--- src/sv/pressure_temperature_compensation_unit_macros.svh ---
// Assertion macros for the pressure/temperature compensation unit.
// Expects clk and arst_n in the scope where a macro is used.
`ifndef PRESSURE_TEMPERATURE_COMPENSATION_UNIT_MACROS_SVH
`define PRESSURE_TEMPERATURE_COMPENSATION_UNIT_MACROS_SVH

// cond in this cycle implies chk in the next one
`define PTC_ASSERT_NEXT(lbl, cond, chk, msg) \
	lbl: assert property (@(posedge clk) disable iff (!arst_n) (cond) |=> (chk)) \
		else $error(msg);

// cond implies chk in the same cycle
`define PTC_ASSERT_SAME(lbl, cond, chk, msg) \
	lbl: assert property (@(posedge clk) disable iff (!arst_n) (cond) |-> (chk)) \
		else $error(msg);

`endif

--- src/sv/ptc_pkg.sv ---
// Package for the pressure/temperature compensation unit: coefficient type,
// calibration register indexes, formula constants and the unpack function. No dependencies.
package ptc_pkg;

	typedef struct packed {
		logic [12:0] c1;
		logic [12:0] c2;
		logic [8:0]  c3;
		logic [8:0]  c4;
		logic [11:0] c5;
		logic [7:0]  c6;
	} coef_t;

	localparam int CFG_IDX_W = 2;
	localparam int CFG_DATA_W = 16;

	localparam logic [CFG_IDX_W-1:0] REG_CAL_ONE   = 2'd0;
	localparam logic [CFG_IDX_W-1:0] REG_CAL_TWO   = 2'd1;
	localparam logic [CFG_IDX_W-1:0] REG_CAL_THREE = 2'd2;
	localparam logic [CFG_IDX_W-1:0] REG_CAL_FOUR  = 2'd3;

	localparam int C5_BIAS    = 200;
	localparam int UT1_BASE   = 15136;
	localparam int C6_BIAS    = 262;
	localparam int TEMP_BASE  = 2000;
	localparam int TEMP_SHIFT = 9;     // / 512
	localparam int CAL_BIAS   = 2000;
	localparam int OFF_BASE   = 10381;
	localparam int C4_BIAS    = 243;
	localparam int OFF_SHIFT  = 12;    // / 4096
	localparam int SENS_BASE  = 10179;
	localparam int C3_BIAS    = 222;
	localparam int SENS_SHIFT = 11;    // / 2048
	localparam int X_SHIFT    = 12;    // / 4096
	localparam int P_SCALE    = 1365;
	localparam int P_SHIFT    = 9;     // / 512
	localparam int C2_MASK    = 'h1FFF;

	function automatic coef_t unpack_coef(input logic [15:0] w1, input logic [15:0] w2,
			input logic [15:0] w3, input logic [15:0] w4);
		coef_t c;
		c.c1 = {w4[15], w3[11:0]};
		c.c2 = w4[12:0] & 13'(C2_MASK);
		c.c3 = {w4[13], w1[15:8]};
		c.c4 = {w4[14], w2[15:8]};
		c.c5 = {w3[15:12], w1[7:0]};
		c.c6 = w2[7:0];
		return c;
	endfunction

endpackage

--- src/sv/pressure_temperature_compensation_unit.sv ---
// Top level of the pressure/temperature compensation unit: calibration registers
// and an eight-stage compensation pipeline. Depends on ptc_pkg and the macro header.
//
// Usage:
//   Input channel: pressure_raw (D1) and temperature_raw (D2) with in_valid/in_stall.
//   An item is taken at a rising edge with in_valid high and in_stall low.
//   Output channel: temperature_centi and pressure_centi with out_valid/out_stall.
//   Calibration: cfg_we, cfg_index (0..3 = calibration words one..four), cfg_data.
//   Write the four words while the pipeline is empty; they feed stages 1..3 directly.
// Throughput: one item per cycle while no stalled result holds the output. Pipeline:
//   eight register stages (D2 offset, three multipliers, three rounding/offset adds,
//   difference, pressure product, rounding, scale, rounding); the outputs are driven
//   straight from the stage-eight registers.
// Stall: the pipeline advances as one; while a valid result sits at the output and
//   out_stall is high, every stage holds and in_stall is raised. Nothing is dropped.
// Reset: arst_n clears all valid bits and the calibration words to zero; with zero
//   words the formulas still apply.
`include "pressure_temperature_compensation_unit_macros.svh"

module pressure_temperature_compensation_unit (
	input  logic                                   clk,
	input  logic                                   arst_n,
	input  logic                                   cfg_we,
	input  logic [ptc_pkg::CFG_IDX_W-1:0]          cfg_index,
	input  logic [ptc_pkg::CFG_DATA_W-1:0]         cfg_data,
	input  logic                                   in_valid,
	output logic                                   in_stall,
	input  logic [15:0]                            pressure_raw,
	input  logic [15:0]                            temperature_raw,
	output logic                                   out_valid,
	input  logic                                   out_stall,
	output logic signed [16:0]                     temperature_centi,
	output logic signed [21:0]                     pressure_centi
);

	// calibration words
	logic [15:0] cal_word_one_q, cal_word_two_q, cal_word_three_q, cal_word_four_q;

	always_ff @(posedge clk or negedge arst_n) begin
		if (!arst_n) begin
			cal_word_one_q   <= '0;
			cal_word_two_q   <= '0;
			cal_word_three_q <= '0;
			cal_word_four_q  <= '0;
		end else if (cfg_we) begin
			case (cfg_index)
				ptc_pkg::REG_CAL_ONE:   cal_word_one_q   <= cfg_data;
				ptc_pkg::REG_CAL_TWO:   cal_word_two_q   <= cfg_data;
				ptc_pkg::REG_CAL_THREE: cal_word_three_q <= cfg_data;
				ptc_pkg::REG_CAL_FOUR:  cal_word_four_q  <= cfg_data;
				default: ;
			endcase
		end
	end

	ptc_pkg::coef_t coef;
	assign coef = ptc_pkg::unpack_coef(cal_word_one_q, cal_word_two_q,
		cal_word_three_q, cal_word_four_q);

	// coefficient terms, static between calibration writes
	logic [15:0]        ut1;
	logic signed [10:0] t_coef, o_coef, s_coef;
	assign ut1 = {2'b00, coef.c5, 2'b00}
		+ 16'(ptc_pkg::UT1_BASE - 4 * ptc_pkg::C5_BIAS);
	assign t_coef = $signed({3'b000, coef.c6}) + 11'(ptc_pkg::C6_BIAS);
	assign o_coef = $signed({2'b00, coef.c4}) - 11'(ptc_pkg::C4_BIAS);
	assign s_coef = $signed({2'b00, coef.c3}) + 11'(ptc_pkg::C3_BIAS);

	// the whole pipeline moves together unless the output holds a stalled result
	logic advance;
	assign advance  = !(out_valid && out_stall);
	assign in_stall = !advance;

	logic v_s1, v_s2, v_s3, v_s4, v_s5, v_s6, v_s7, v_s8;

	always_ff @(posedge clk or negedge arst_n) begin
		if (!arst_n) begin
			v_s1 <= 1'b0; v_s2 <= 1'b0; v_s3 <= 1'b0; v_s4 <= 1'b0;
			v_s5 <= 1'b0; v_s6 <= 1'b0; v_s7 <= 1'b0; v_s8 <= 1'b0;
		end else if (advance) begin
			v_s1 <= in_valid;
			v_s2 <= v_s1;
			v_s3 <= v_s2;
			v_s4 <= v_s3;
			v_s5 <= v_s4;
			v_s6 <= v_s5;
			v_s7 <= v_s6;
			v_s8 <= v_s7;
		end
	end

	// payload stages
	logic signed [17:0] dt_s1;
	logic [15:0]        d1_s1, d1_s2, d1_s3;
	logic signed [28:0] tprod_s2, oprod_s2, sprod_s2;
	logic signed [17:0] temp_s3, off_s3, sens_s3;
	logic signed [17:0] temp_s4, temp_s5, temp_s6, temp_s7;
	logic signed [16:0] temp_s8;
	logic signed [18:0] diff_s4;
	logic signed [17:0] sens_s4;
	logic signed [36:0] xprod_s5;
	logic signed [23:0] x_s6;
	logic signed [35:0] pprod_s7;
	logic signed [21:0] pres_s8;

	// truncating divides: bias negatives by divisor-1 before the arithmetic shift
	logic signed [28:0] tadj, oadj, sadj;
	logic signed [36:0] xadj;
	logic signed [35:0] padj;
	assign tadj = tprod_s2 + (tprod_s2[28] ? 29'((1 << ptc_pkg::TEMP_SHIFT) - 1) : 29'sd0);
	assign oadj = oprod_s2 + (oprod_s2[28] ? 29'((1 << ptc_pkg::OFF_SHIFT) - 1) : 29'sd0);
	assign sadj = sprod_s2 + (sprod_s2[28] ? 29'((1 << ptc_pkg::SENS_SHIFT) - 1) : 29'sd0);
	assign xadj = xprod_s5 + (xprod_s5[36] ? 37'((1 << ptc_pkg::X_SHIFT) - 1) : 37'sd0);
	assign padj = pprod_s7 + (pprod_s7[35] ? 36'((1 << ptc_pkg::P_SHIFT) - 1) : 36'sd0);

	always_ff @(posedge clk) begin
		if (advance) begin
			// s1: dT = D2 - UT1
			dt_s1 <= $signed({2'b00, temperature_raw}) - $signed({2'b00, ut1});
			d1_s1 <= pressure_raw;
			// s2: the three dT products
			tprod_s2 <= 29'(dt_s1) * 29'(t_coef);
			oprod_s2 <= 29'(dt_s1) * 29'(o_coef);
			sprod_s2 <= 29'(dt_s1) * 29'(s_coef);
			d1_s2    <= d1_s1;
			// s3: TEMP, OFF, SENS
			temp_s3 <= 18'(tadj >>> ptc_pkg::TEMP_SHIFT) + 18'(ptc_pkg::TEMP_BASE);
			off_s3  <= 18'(oadj >>> ptc_pkg::OFF_SHIFT) + $signed({5'b0, coef.c2})
				+ 18'(ptc_pkg::OFF_BASE - ptc_pkg::CAL_BIAS);
			sens_s3 <= 18'(sadj >>> ptc_pkg::SENS_SHIFT) + $signed({5'b0, coef.c1})
				+ 18'(ptc_pkg::SENS_BASE - ptc_pkg::CAL_BIAS);
			d1_s3   <= d1_s2;
			// s4: OFF - D1
			diff_s4 <= 19'(off_s3) - $signed({3'b000, d1_s3});
			sens_s4 <= sens_s3;
			temp_s4 <= temp_s3;
			// s5: SENS * (OFF - D1)
			xprod_s5 <= 37'(sens_s4) * 37'(diff_s4);
			temp_s5  <= temp_s4;
			// s6: X
			x_s6    <= 24'(xadj >>> ptc_pkg::X_SHIFT);
			temp_s6 <= temp_s5;
			// s7: X * 1365
			pprod_s7 <= 36'(x_s6) * 36'(ptc_pkg::P_SCALE);
			temp_s7  <= temp_s6;
			// s8: P, fields masked to width
			pres_s8 <= 22'(padj >>> ptc_pkg::P_SHIFT);
			temp_s8 <= 17'(temp_s7);
		end
	end

	assign out_valid         = v_s8;
	assign temperature_centi = temp_s8;
	assign pressure_centi    = pres_s8;

	// checks
	`PTC_ASSERT_NEXT(a_accept_enters, in_valid && !in_stall, v_s1, "accepted item not in stage 1")
	`PTC_ASSERT_NEXT(a_last_to_out, v_s7 && !in_stall, out_valid, "stage 7 item lost on advance")
	`PTC_ASSERT_NEXT(a_stall_freezes, out_valid && out_stall,
		$stable({v_s1, v_s2, v_s3, v_s4, v_s5, v_s6, v_s7}) && $stable(pres_s8),
		"pipeline moved while output stalled")

endmodule
--- config.mk ---
export PLATFORM = sky130hd
export DESIGN_NAME = pressure_temperature_compensation_unit
export DESIGN_NICKNAME = d
export VERILOG_FILES = /design/src/sv/ptc_pkg.sv /design/src/sv/pressure_temperature_compensation_unit.sv
export VERILOG_INCLUDE_DIRS = /design/src /design/src/sv
export SDC_FILE = /design/constraint.sdc
export NUM_CORES = 2
export LEC_CHECK = 0
export BUFFER_PORTS_ARGS = -buffer_cell sky130_fd_sc_hd__buf_2
export CORE_MARGIN = 5
export CORE_UTILIZATION = 40
export DETAILED_ROUTE_END_ITERATION = 12
export MAX_ROUTING_LAYER = met4
export PLACE_DENSITY = 0.52
export SYNTH_ARGS = -nofsm -noshare
export SYNTH_HDL_FRONTEND = slang
export SYNTH_SLANG_ARGS = --single-unit
export TNS_END_PERCENT = 5
--- constraint.sdc ---
create_clock -name clk -period 12.6 [get_ports clk]
set_clock_uncertainty 0.05 [all_clocks]
set_input_delay 1.26 -clock clk [delete_from_list [all_inputs] [get_ports clk]]
set_output_delay 1.26 -clock clk [all_outputs]
set_load 0.05 [all_outputs]
# Yosys cells after proc, flatten, opt, wreduce, memory -nomap -nowiden
# Index checks and enable logic that the tools add are counted.
# W data, S select, Z words.
# totals
regBits	517
output_inout_bits	41
elab_cells	68
# classes
addsub	16
multipliers	5
eq_ne	3
mux	5
n_reduce_logical	6
# op_table
operator	n
$mul A17 B11 Y28	2
$mul A18 B19 Y37	1
$add A36 B13 Y36	1
$mul A24 B12 Y36 const B	1
$add A31 B10 Y31	1
$add A29 B12 Y29	1
$add A29 B13 Y29	1
$mul A17 B10 Y27	1
$add A26 B10 Y26	1
$mux W12	2
$sub A18 B17 Y19	1
$add A17 B14 Y18	1
$add A18 B14 Y18	1
$add A18 B14 Y18 const B	1
$add A18 B15 Y18 const B	1
$mux W9	2
$add A17 B12 Y17 const B	1
$sub A16 B15 Y17	1
$add A14 B14 Y15 const B	1
$mux W11	1
$add A8 B9 Y10 const B	1
$add A9 B8 Y10 const B	1
$sub A9 B8 Y10 const B	1
$reduce_and A2 Y1	4
4 further kinds	5

# Depth between registers and ports, before layout
# depth
depth_word	4
depth_mapped	30
ltp_nobuf	27

# Least setup slack after synthesis
# OpenSTA, ideal clock, no wires.
# synth_timing
path_type	in2out
from	in out_stall
to	out in_stall
arrival_ns	13.736
path_slack_ns	-2.446
stages	2
n_path_buf	0
path_cell_list	nand2_1 -> inv_1
# synth_between
elab_chain_len	1
# synth_rtl
element	line_no	text
start: declaration	pressure_temperature_compensation_unit.sv:31	input logic out_stall,
$logic_and A1 B1 Y1	pressure_temperature_compensation_unit.sv:71	assign advance = !(out_valid && out_stall);
end: declaration	pressure_temperature_compensation_unit.sv:27	output logic in_stall,
# No other way between the ends.

# Final worst setup path
# layout_timing
from	reg cal_word_two_q[1]
to	reg, netlist name tprod_s2[27]
# layout_between
elab_chain_len	2
# layout_rtl
element	line_no	text
start: declaration	pressure_temperature_compensation_unit.sv:37	logic [15:0] cal_word_one_q, cal_word_two_q, cal_word_three_q, cal_word_four_q;
start signal: assignment	pressure_temperature_compensation_unit.sv:48	ptc_pkg::REG_CAL_TWO: cal_word_two_q <= cfg_data;
$add A8 B9 Y10	pressure_temperature_compensation_unit.sv:65	assign t_coef = $signed({3'b000, coef.c6}) + 11'(ptc_pkg::C6_BIAS);
$mul A17 B11 Y28	pressure_temperature_compensation_unit.sv:122	tprod_s2 <= 29'(dt_s1) * 29'(t_coef);
# No other way between the ends.
# A chain may end at the register's enable or synchronous reset.

==> metrics.cfg <==
[status]
status = complete, no violations

[worst_setup_path]
crit_required_ns = 12.93
r2r_end = tprod_s2[27]
cp-start-kind = flop
end_kind = flop
critical_path_arrival_ns = 7.74
crit_path_start = cal_word_two_q[1]
cp_max_fo = 17
r2r_slack_ns = 5.18
regToRegStartpoint = cal_word_two_q[1]
path_class = flop to flop
worst-r2r-cell-count = 24

[place]
portBuffers = 95
gp_congestion = 0.823
dp_hpwl_mm = 102
pre_cts_ws_ns = 5.22

[synth]
ys_warn_count = 0
synth_area_sq_mm = 0.0579
ys_types = 73
syn_avg_cell_area_sq_um = 10.5
synth_flop_cell = edfxtp_1
yosysTopAreaCell = fa_1
netlist_instances = 5520
yosys.cell_count.top_type = inv_1
seq_area_frac_synth_pct = 25.8
synth_top_area_share_pct = 30.9
synthArstFlopShare_pct = 14.1
synth.area.top_cells = fa_1 31%, edfxtp_1 23%, ha_1 12%
ys_seq_elements = 509
ys_top_cells_by_count = 1219 x inv_1, 893 x fa_1, 578 x nand2_1, 547 x ha_1, 437 x edfxtp_1
synth-edff-count = 437
synthesis.nets = 7015

[timing]
finalSetupTns_ns = 0
tightest_slew_ns = 1.26
drv_slew = 0
finalCritPeriodShare_pct = 58.9
rsz0062_at_grt = false
hold_ws_ns = 0.338
hold_violations = 0
fin_crit_ns = 7.42
timing.slew.headroom_pct = 15.7
clock.fmax_mhz = 135
setup_ws_ns = 5.18
finalSetupViolCount = 0

[min_path]
hp-start = temp_s3[15]
hold_class = flop to flop
hold_depth = 0
whs_endpoint = temp_s4[15]

[grt]
grtUsageTotal_pct = 18.4
grt_overflow = 0
grt_pass1_wl_mm = 217
grt_pass1_vias = 40000
grt_start_max_net_pins = 127
antenna_found_initial = 6

[drt]
drt-total-wl_mm = 130
dr.pass1.iters = 5
via_per_inst = 4.85
wl_per_cell_microns = 17.3
drt-initial-drc-count = 1540
detail-route-antenna-nets = 0
num_vias = 36600
post-route-drc-count = 0

[cts]
cts.sinks = 509
ctsHoldBuffers = 0
cts_buffers = 67
root_buffer = clkbuf_16
cts_setup_buffers = 0
cts_resized = 0
htreeDepth = 3
clk_pin_slew_ns = 0.06
clock_latency_ns = 0.68
cts_tree = built
clockBufferDepth = 3

[layout]
post-route-util_pct = 43.8
seqCellArea_sq_mm = 0.0149
layout.nets = 7073
syn_to_final_growth_pct = 8.66
multi_input_area_sq_mm = 0.0378
fillCellCount = 13800
layout-drive-gt1-share_pct = 6.18

[run]
cap_violations = 0

[die]
ios = 96
dieHeight_microns = 390
die_w_microns = 390
dieArea_sq_mm = 0.152
start_util_pct = 40.3
rows = 139
core_area_sq_mm = 0.144

-- flip-flops by register name, indices dropped and copies added (netlist names), 18 cells and up --
name,count
diff_s4,19
sens_s3,18
sens_s4,18
pprod_s7,32
xprod_s5,37
pressure_centi,22
off_s3,18
sprod_s2,28
oprod_s2,27
tprod_s2,27
x_s6,24
-- metal layers --
layer  routed length [microns]  share of wire [%]  track usage (%)  vias up
met5                         0                  0                -        -
met4                      3320                2.5             5.00        0
met3                      4960                3.8             2.33      172
met2                     65900                 50             31.9      520
met1                     56300                 43             22.8    18500
li1                          -                  -                -    17400
-- placed cells by master, fill, tap and decap left out, types with 37 or more instances in the layout --
master	count
buf_2	94
dfrtp_1	72
inv_1	1219
edfxtp_1	437
a21oi_1	144
xor2_1	75
and2_1	279
buf_4	46
mux2_2	61
o21ai_0	94
nand3_1	55
ha_1	547
a21o_1	47
nand2_1	577
nand2b_1	68
nor2b_1	76
fa_1	893
o21a_1	37
xnor2_1	223
clkbuf_16	67
nor2_1	147
-- stage by stage --
step | instances | instance area [sq um]
after detailed placement | 7412 | 60600
final | 7538 | 62900
after global placement | 7412 | 60600
after floorplan | 5520 | 57900
after CTS | 7534 | 62900
after global routing | 7534 | 62900
-- worst max-delay path by stage --
stage | endpoint | cells past startpoint
3_3_place_gp | tprod_s2[27] | 24
2_1_floorplan | in_stall | 2
4_1_cts | tprod_s2[27] | 24
5_1_grt | tprod_s2[27] | 24
6_report | tprod_s2[27] | 24
3_5_place_dp | tprod_s2[27] | 24
-- critical path, cell delays in order, from the launching register on --
cell and delay (ns):
dfrtp_1 0.59, inv_1 0.32, ha_1 0.33, nor2_1 0.17, nand3_1 0.11, xnor2_1 0.16
buf_4 0.26, nand2_1 0.12, fa_1 0.56, inv_1 0.05, fa_1 0.48, fa_1 0.53
fa_1 0.57, inv_1 0.06, fa_1 0.54, inv_1 0.05, ha_1 0.33, o21a_1 0.19
o21ai_0 0.33, a211oi_1 0.18, o311ai_1 0.43, a31oi_1 0.21, a21o_1 0.22, a21oi_1 0.20
xnor2_1 0.08
-- cells by family (layout without fill, tap and decap cells) --
group | count (synthesis) | in the layout | synth area share, %
other | 0 | 4 | 0
buffers and inverters | 1372 | 1483 | 8.90
muxes | 62 | 62 | 1.20
AOI/OAI and AO/OA | 490 | 490 | 5.53
xor gates and xnor gates | 301 | 301 | 4.55
adders and majority gates | 1441 | 1441 | 42.7
and+or+nand+nor | 1345 | 1345 | 11.3
DFF | 509 | 509 | 25.8
-- layout make-up --
type,instances,area share (%)
Inverter,1220,7.28
Clock buffer,77,2.77
Multi-Input combinational cell,3639,60.2
Tap cell,1903,3.79
Antenna cell,4,0.0159
Clock inverter,45,0.905
Timing Repair Buffer,141,1.33
Sequential cell,509,23.7
Power is not shown: default switching activity piles up to over one toggle a cycle in this logic, so the estimate is an artifact.
